[config.mk]
export PLATFORM = sky130hd
export DESIGN_NAME = screen_idle_power_fsm
export DESIGN_NICKNAME = d
export VERILOG_FILES = /design/src/sipf_pkg.sv /design/src/sipf_cfg_regs.sv /design/src/sipf_core.sv /design/src/screen_idle_power_fsm.sv
export SDC_FILE = /design/constraint.sdc
export NUM_CORES = 1
export LEC_CHECK = 0
export BUFFER_PORTS_ARGS = -buffer_cell sky130_fd_sc_hd__buf_2
export CAP_MARGIN = 20
export CORE_UTILIZATION = 40
export DETAILED_ROUTE_END_ITERATION = 12
export GPL_ROUTABILITY_DRIVEN = 0
export PLACE_DENSITY_LB_ADDON = 0.1
export SLEW_MARGIN = 20
export SYNTH_ARGS = -nofsm -noshare
export SYNTH_HDL_FRONTEND = slang
export SYNTH_SLANG_ARGS = --single-unit
[constraint.sdc]
create_clock -name clk -period 7.1 [get_ports clk]
set_clock_uncertainty 0.1 [all_clocks]
set_input_delay 0 -clock clk [delete_from_list [all_inputs] [get_ports clk]]
set_output_delay 0 -clock clk [all_outputs]
set_load 0.01 [all_outputs]
[src/sipf_pkg.sv]
// shared types and constants for the screen idle power controller
`timescale 1ns / 1ps

package sipf_pkg;

  localparam int CountWidth = 16;
  localparam logic [31:0] MinTimeoutMs = 32'd5000;
  localparam logic [31:0] DefaultTimeoutMs = 32'd30000;
  localparam logic [31:0] MaxTimeoutMs = 32'd600000;
  localparam logic [31:0] ResetPreviewMs = 32'd3000;
  localparam logic [CountWidth-1:0] DepthMax = {CountWidth{1'b1}};

  typedef enum logic [1:0] {
    MODE_AWAKE   = 2'd0,
    MODE_PREVIEW = 2'd1,
    MODE_SLEEP   = 2'd2
  } mode_t;

  typedef enum logic [3:0] {
    OP_INIT     = 4'd0,
    OP_TICK     = 4'd1,
    OP_INPUT    = 4'd2,
    OP_RELEASE  = 4'd3,
    OP_WAKE     = 4'd4,
    OP_CONFIRM  = 4'd5,
    OP_ACTIVITY = 4'd6,
    OP_MODAL    = 4'd7,
    OP_DISABLE  = 4'd8,
    OP_ENABLE   = 4'd9
  } op_t;

  typedef enum logic {
    REG_IDLE_TIMEOUT = 1'b0,
    REG_PREVIEW_DUR  = 1'b1
  } reg_idx_t;

  typedef struct packed {
    logic                  disp_off;
    logic                  disp_on;
    logic                  saver_on;
    logic                  saver_off;
    logic                  wake_flag;
    logic [1:0]            mode_now;
    logic [CountWidth-1:0] disable_count;
  } result_t;

  function automatic logic [31:0] clamp_timeout(input logic [31:0] t);
    logic [31:0] r;
    if (t < MinTimeoutMs) r = DefaultTimeoutMs;
    else if (t > MaxTimeoutMs) r = MaxTimeoutMs;
    else r = t;
    return r;
  endfunction

endpackage

[src/sipf_cfg_regs.sv]
// configuration registers with timeout clamping on write
`timescale 1ns / 1ps

module sipf_cfg_regs (
  input  logic        clk,
  input  logic        rst,
  input  logic        cfg_we,
  input  logic        cfg_index,
  input  logic [31:0] cfg_data,
  output logic [31:0] timeout_eff,
  output logic [31:0] preview_dur
);

  always_ff @(posedge clk) begin
    if (rst) begin
      timeout_eff <= sipf_pkg::clamp_timeout(sipf_pkg::DefaultTimeoutMs);
      preview_dur <= sipf_pkg::ResetPreviewMs;
    end else if (cfg_we) begin
      case (sipf_pkg::reg_idx_t'(cfg_index))
        sipf_pkg::REG_IDLE_TIMEOUT: timeout_eff <= sipf_pkg::clamp_timeout(cfg_data);
        sipf_pkg::REG_PREVIEW_DUR:  preview_dur <= cfg_data;
        default: ;
      endcase
    end
  end

endmodule

[src/sipf_core.sv]
// mode state machine, sleep-disable depth and activity timestamps
`timescale 1ns / 1ps

module sipf_core (
  input  logic                clk,
  input  logic                rst,
  input  logic                step,
  input  logic [3:0]          op,
  input  logic [31:0]         now_ms,
  input  logic [31:0]         timeout_eff,
  input  logic [31:0]         preview_dur,
  output sipf_pkg::result_t   res
);

  sipf_pkg::mode_t mode, mode_next;
  logic [sipf_pkg::CountWidth-1:0] depth, depth_next;
  logic [31:0] last_act, last_act_next;
  logic [31:0] prev_start, prev_start_next;

  logic [31:0] prev_elapsed, idle_elapsed;
  logic        prev_expired, idle_expired;

  // wrapping elapsed time
  assign prev_elapsed = now_ms - prev_start;
  assign idle_elapsed = now_ms - last_act;
  assign prev_expired = prev_elapsed >= preview_dur;
  assign idle_expired = idle_elapsed >= timeout_eff;

  // next state
  always_comb begin
    mode_next       = mode;
    depth_next      = depth;
    last_act_next   = last_act;
    prev_start_next = prev_start;
    case (op)
      sipf_pkg::OP_INIT: begin
        mode_next       = sipf_pkg::MODE_AWAKE;
        depth_next      = '0;
        last_act_next   = now_ms;
        prev_start_next = '0;
      end
      sipf_pkg::OP_TICK: begin
        if (depth == '0) begin
          if (mode == sipf_pkg::MODE_PREVIEW && prev_expired) begin
            mode_next       = sipf_pkg::MODE_SLEEP;
            prev_start_next = '0;
          end else if (mode == sipf_pkg::MODE_AWAKE && idle_expired) begin
            mode_next = sipf_pkg::MODE_SLEEP;
          end
        end
      end
      sipf_pkg::OP_INPUT, sipf_pkg::OP_WAKE: begin
        last_act_next = now_ms;
        if (mode == sipf_pkg::MODE_SLEEP) begin
          mode_next       = sipf_pkg::MODE_PREVIEW;
          prev_start_next = now_ms;
        end else if (mode == sipf_pkg::MODE_PREVIEW) begin
          prev_start_next = now_ms;
        end
      end
      sipf_pkg::OP_CONFIRM: begin
        last_act_next = now_ms;
        if (mode == sipf_pkg::MODE_SLEEP || mode == sipf_pkg::MODE_PREVIEW) begin
          mode_next       = sipf_pkg::MODE_AWAKE;
          prev_start_next = '0;
        end
      end
      sipf_pkg::OP_ACTIVITY: begin
        last_act_next = now_ms;
        if (mode == sipf_pkg::MODE_SLEEP) begin
          mode_next       = sipf_pkg::MODE_PREVIEW;
          prev_start_next = now_ms;
        end
      end
      sipf_pkg::OP_MODAL: begin
        last_act_next   = now_ms;
        mode_next       = sipf_pkg::MODE_AWAKE;
        prev_start_next = '0;
      end
      sipf_pkg::OP_DISABLE: begin
        if (depth != sipf_pkg::DepthMax) depth_next = depth + 1'b1;
        last_act_next = now_ms;
        if (mode != sipf_pkg::MODE_AWAKE) begin
          mode_next       = sipf_pkg::MODE_AWAKE;
          prev_start_next = '0;
        end
      end
      sipf_pkg::OP_ENABLE: begin
        if (depth != '0) depth_next = depth - 1'b1;
        last_act_next = now_ms;
      end
      default: ;
    endcase
  end

  // effect flags
  always_comb begin
    res               = '0;
    res.mode_now      = mode_next;
    res.disable_count = depth_next;
    case (op)
      sipf_pkg::OP_TICK: begin
        if (depth == '0) begin
          if (mode == sipf_pkg::MODE_PREVIEW && prev_expired) begin
            res.disp_off  = 1'b1;
            res.saver_off = 1'b1;
          end else if (mode == sipf_pkg::MODE_AWAKE && idle_expired) begin
            res.disp_off = 1'b1;
          end
        end
      end
      sipf_pkg::OP_INPUT, sipf_pkg::OP_WAKE, sipf_pkg::OP_ACTIVITY: begin
        if (mode == sipf_pkg::MODE_SLEEP) begin
          res.disp_on   = 1'b1;
          res.saver_on  = 1'b1;
          res.wake_flag = 1'b1;
        end
      end
      sipf_pkg::OP_CONFIRM, sipf_pkg::OP_DISABLE: begin
        if (mode != sipf_pkg::MODE_AWAKE) begin
          res.disp_on   = (mode == sipf_pkg::MODE_SLEEP);
          res.saver_off = 1'b1;
        end
      end
      sipf_pkg::OP_MODAL: begin
        res.disp_on   = (mode == sipf_pkg::MODE_SLEEP);
        res.saver_off = 1'b1;
      end
      default: ;
    endcase
  end

  always_ff @(posedge clk) begin
    if (rst) begin
      mode       <= sipf_pkg::MODE_AWAKE;
      depth      <= '0;
      last_act   <= '0;
      prev_start <= '0;
    end else if (step) begin
      mode       <= mode_next;
      depth      <= depth_next;
      last_act   <= last_act_next;
      prev_start <= prev_start_next;
    end
  end

  // state only moves when an item is processed
  a_hold_when_idle: assert property (@(posedge clk) disable iff (rst)
    !step |=> $stable(mode) && $stable(depth) && $stable(last_act))
    else $error("state changed without an item");

  // a blocked tick never changes the mode
  a_blocked_tick: assert property (@(posedge clk) disable iff (rst)
    step && op == sipf_pkg::OP_TICK && depth != '0 |=> $stable(mode))
    else $error("tick changed mode while sleep is disabled");

  // depth moves by at most one per item, init clears it outright
  a_depth_step: assert property (@(posedge clk) disable iff (rst)
    step && op != sipf_pkg::OP_INIT |=> depth == $past(depth)
             || depth == $past(depth) + 1'b1 || depth == $past(depth) - 1'b1)
    else $error("depth jumped");

  // saver shown only on entry to preview, display off only into sleep
  a_saver_entry: assert property (@(posedge clk) disable iff (rst)
    step && res.saver_on |=> mode == sipf_pkg::MODE_PREVIEW && prev_start == $past(now_ms))
    else $error("saver shown without entering preview");

  a_sleep_entry: assert property (@(posedge clk) disable iff (rst)
    step && res.disp_off |=> mode == sipf_pkg::MODE_SLEEP && $past(depth) == '0)
    else $error("display slept without entering sleep");

endmodule

[src/screen_idle_power_fsm.sv]
// top level of the screen idle power controller
`timescale 1ns / 1ps

// Usage:
//   Input channel in_valid/in_ready carries one event item (op, now_ms).
//   Output channel out_valid/out_ready carries one result item per event:
//   effect flags, mode_now and disable_count after the event.
//   Configuration: pulse cfg_we with cfg_index (0 idle timeout, 1 preview
//   duration) and cfg_data; the idle timeout is clamped when written.
//   Write configuration only while no event is in flight.
// Timing:
//   An item is taken into the input register; the mode logic (one 32-bit
//   subtract and compare per timer) then fills the result register and
//   raises out_valid once the result register is empty or being taken.
//   One item per cycle is sustained while out_ready stays high.
// Reset:
//   rst (synchronous) puts the block in awake mode with zero depth and zero
//   timestamps and restores the default timeout and preview duration.
// Back-pressure:
//   While out_ready is low the result register holds, the input register
//   fills, and in_ready then drops until the result is taken.

module screen_idle_power_fsm (
  input  logic        clk,
  input  logic        rst,
  input  logic        in_valid,
  output logic        in_ready,
  input  logic [3:0]  op,
  input  logic [31:0] now_ms,
  output logic        out_valid,
  input  logic        out_ready,
  output logic        disp_off,
  output logic        disp_on,
  output logic        saver_on,
  output logic        saver_off,
  output logic        wake_flag,
  output logic [1:0]  mode_now,
  output logic [15:0] disable_count,
  input  logic        cfg_we,
  input  logic        cfg_index,
  input  logic [31:0] cfg_data
);

  logic              s1_valid;
  logic [3:0]        s1_op;
  logic [31:0]       s1_now;
  logic              step;
  logic [31:0]       timeout_eff;
  logic [31:0]       preview_dur;
  sipf_pkg::result_t res;
  sipf_pkg::result_t res_q;

  assign step     = s1_valid && (!out_valid || out_ready);
  assign in_ready = !s1_valid || step;

  always_ff @(posedge clk) begin
    if (rst) begin
      s1_valid <= 1'b0;
    end else if (in_ready) begin
      s1_valid <= in_valid;
    end
  end

  always_ff @(posedge clk) begin
    if (in_valid && in_ready) begin
      s1_op  <= op;
      s1_now <= now_ms;
    end
  end

  sipf_cfg_regs u_cfg (
    .clk         (clk),
    .rst         (rst),
    .cfg_we      (cfg_we),
    .cfg_index   (cfg_index),
    .cfg_data    (cfg_data),
    .timeout_eff (timeout_eff),
    .preview_dur (preview_dur)
  );

  sipf_core u_core (
    .clk         (clk),
    .rst         (rst),
    .step        (step),
    .op          (s1_op),
    .now_ms      (s1_now),
    .timeout_eff (timeout_eff),
    .preview_dur (preview_dur),
    .res         (res)
  );

  // result register
  always_ff @(posedge clk) begin
    if (rst) begin
      out_valid <= 1'b0;
    end else if (step) begin
      out_valid <= 1'b1;
    end else if (out_ready) begin
      out_valid <= 1'b0;
    end
  end

  always_ff @(posedge clk) begin
    if (step) begin
      res_q <= res;
    end
  end

  assign disp_off      = res_q.disp_off;
  assign disp_on       = res_q.disp_on;
  assign saver_on      = res_q.saver_on;
  assign saver_off     = res_q.saver_off;
  assign wake_flag     = res_q.wake_flag;
  assign mode_now      = res_q.mode_now;
  assign disable_count = res_q.disable_count;

endmodule

==> flow_summary.yaml <==
status:
  status: "finished clean"
clock_network:
  root_buffer: "clkbuf_16"
  cts.path.max_buffers: 3
  htree_levels: 1
  cts_tree: "done"
  numCtsBuffers: 25
  insertion_delay_ns: 0.53
  post_cts_buffers: 0
  cts_num_sinks: 206
  post_cts_resized: 0
  clkTransAtPathRegs_ns: 0.06
  cts_hold_buffers: 87
placed_design:
  dp_hpwl_um: 26300
  port_buffers: 98
timing:
  fin_crit_sh_pct: 79.0
  tightest_slew_ns: 0.958
  grt_setup_unrepaired: "no"
  max_freq_mhz: 178
  min_period_ns: 5.61
  slew_violations: 0
  setup_tns_ns: 0
  setup_violations: 0
  hold_violations: 0
  slew_headroom_pct: 35.9
die:
  die_y_um: 183
  core_area_mm2: 0.0318
  num_rows: 65
  start_util_pct: 41.0
  io_pins: 99
  die_x_um: 183
  die-area_mm2: 0.0333
synth:
  syn-num-nets: 1763
  synth_area_mm2: 0.0130
  ys_warn_count: 0
  syn_inst: 1554
  yosys.cell_types.count: 82
  async_flop_share_pct: 0
  syn_area_per_cell_um2: 8.40
  synth-edff-count: 58
  synth_flop_cell: "dfxtp_1"
  synth_top_area_share_pct: 22.7
  ys_top_cells_by_count: "207 x nand2_1, 155 x a21oi_1, 154 x inv_1"
  synth.most_common_cell: "nand2_1"
  synth_seq_area_share_pct: 36.1
  synth.area.top_cells: "dfxtp_1 23%, edfxtp_1 13%, ha_1 13%, nand2_1 6.0%, a21oi_1 5.9%"
  synth-seq-cells: 206
  synth_area_leader_cell: "dfxtp_1"
worst_setup_path:
  path_max_fanout: 17
  end_kind: "flop"
  critical-path-max-stage-delay_ns: 0.55
  arrival_ns: 5.99
  crit_slowest_cell: "a21o_1"
  crit_path_cell_trace: "inv_1 > ha_1 > inv_1 > fa_1 > a21o_1 > a21oi_1 > o211ai_1 > nand3_1 > a31oi_1 > o31ai_1 > a21oi_1 > or4_1 > nand4_1 > ha_1 > nand4_1 > nor2_1 > nand2_1 > o221ai_1 > a21oi_1 > o21a_1 > a21o_1 > buf_4 > a22o_1"
  r2r_slack_ns: 1.49
  critical_path_class: "flop to flop"
  worst_path_most_repeated_cell: "a21oi_1"
  required_ns: 7.48
  reg2reg_depth: 23
  cp-start-kind: "flop"
power:
  p_leak_uw: 0.00619
  peakVddDrop_v: 0.000187
  combPwrFrac_pct: 19.6
  cellPowerDensity_mw_per_mm2: 214
  p_seq_share_pct: 38.7
  power.switching_uw: 941
  switching_share_pct: 28.1
  clock_power_share_pct: 41.7
  intPower_uw: 2410
final_layout:
  antennaDiodeCount: 0
  filler_cell_count: 3063
  regArea_mm2: 0.00470
  num-nets-final: 1920
  multi_input_area_mm2: 0.00750
  finish.utilization_pct: 49.2
  area_growth_pct: 20.0
  layout-drive-gt1-share_pct: 10.3
drt:
  vias: 11500
  ant_nets: 0
  drc: 0
  drt_iter0_drc: 642
  wl_per_cell_um: 16.9
  drt-total-wl_um: 36600
  drt_first_pass_iters: 5
  viasPerCell: 5.33
worst_hold_path:
  hold_class: "input port to flop"
  holdPathStages: 5
global_routing:
  grt-ovfl-total: 0
  grt_pass1_wl_um: 58800
  grt_pass1_vias: 11000
  antenna_found_initial: 1
  grt_start_max_net_pins: 68
  track_usage_pct: 22.1
run:
  drv_cap: 0
## state kept, by name (all words and copies together) (netlist names), 2 cells and up
| name | cells |
|---|---|
| s1_now | 32 |
| u_cfg.preview_dur | 32 |
| u_cfg.timeout_eff | 32 |
| u_core.last_act | 32 |
| u_core.prev_start | 32 |
| disable_count | 16 |
| u_core.depth | 16 |
| s1_op | 4 |
| mode_now | 2 |
| u_core.mode | 2 |
## routing by layer
metal  GRT usage (%)  up-vias  routed length [µm]
met2            36.9      257               16900
met5               0        -                   0
met3            2.73       51                1690
li1                -     5819                   -
met1            30.1     5412               17300
met4            5.11        0                 756
## cell type report
cell class,count,area share [%]
inverters,154,3.69
flip-flops and latches,206,30.1
clock inverters,11,1.21
well taps,435,3.48
repair buffers,195,9.19
clock buffers,34,4.47
multi-input cells,1129,47.9
## cell usage in the layout (no fill, tap or decap), types with 11 or more instances in the layout
| cell | synthesis | routed |
|---|---|---|
| buf_4 | 2 | 11 |
| buf_2 | 12 | 97 |
| a21oi_1 | 155 | 155 |
| ha_1 | 133 | 133 |
| clkbuf_16 | 0 | 25 |
| nor3_1 | 28 | 28 |
| xnor2_1 | 36 | 36 |
| a21o_1 | 52 | 52 |
| o21ai_0 | 52 | 52 |
| xor2_1 | 21 | 21 |
| a211oi_1 | 17 | 17 |
| o31ai_1 | 11 | 11 |
| dlygate4sd3_1 | 0 | 87 |
| and2_1 | 14 | 13 |
| a31oi_1 | 12 | 12 |
| inv_1 | 154 | 154 |
| a22o_1 | 32 | 32 |
| nor4_1 | 15 | 15 |
| nand3_1 | 27 | 27 |
| edfxtp_1 | 58 | 58 |
| nand4_1 | 19 | 19 |
| a22oi_1 | 12 | 12 |
| nor2_1 | 102 | 101 |
| nand2_1 | 207 | 207 |
| dfxtp_1 | 148 | 148 |
| nor2b_1 | 16 | 16 |
| nand2b_1 | 20 | 20 |
## stage by stage
stage	power [µW]	cell area [µm²]	cells	hold slack, ns	setup WS, ns
floorplan	1760	13000	1554	-0.00113	2.37
global placement	1930	13900	2032	0.0767	1.61
detailed placement	1940	13900	2032	0.0781	1.51
CTS	3380	15600	2164	0.0256	1.49
global route	3510	15700	2164	0.0509	1.03
finish	3350	15700	2164	0.00109	1.49
## worst paths after layout
path / startpoint / end
max: s1_now[0]$_DFFE_PP_ / u_core.prev_start[18]$_SDFFE_PP0P_
min: cfg_we / u_cfg.preview_dur[1]$_SDFFE_PP0P_
max reg2reg: s1_now[0]$_DFFE_PP_ / u_core.prev_start[18]$_SDFFE_PP0P_
min reg2reg: u_cfg.timeout_eff[26]$_SDFFE_PP0P_ / u_cfg.timeout_eff[26]$_SDFFE_PP0P_
## cells by family (layout without fill, tap and decap cells)
kind of cell             after synthesis  after routing  share of synthesized area (%)
AO/OA/AOI/OAI                        431            431                           21.9
XOR/XNOR                              57             57                           3.83
adder cells (fa/ha/maj)              136            136                           13.1
buffers and inverters                219            394                           6.55
flip-flops                           206            206                           36.1
multiplexers                           2              2                          0.153
AND/OR/NAND/NOR                      503            503                           18.4
## power by group through the flow
stage                     registers, µW  clock network (µW)  logic (µW)
after global routing               1300                1470         735
after global placement             1320                   0         611
after CTS                          1300                1430         656
after detailed placement           1320                   0         615
after floorplan                    1310                   0         450
final                              1300                1400         657
## critical path: cells and delay by family, from the launching register on
kind	cells	cell delay [ns]
buffers and inverters	3	0.51
flip-flops	1	0.41
AND/OR/NAND/NOR	6	0.97
AO/OA/AOI/OAI	11	2.73
adder cells (fa/ha/maj)	3	0.79
No activity file was read; power rests on OpenSTA's default activity.
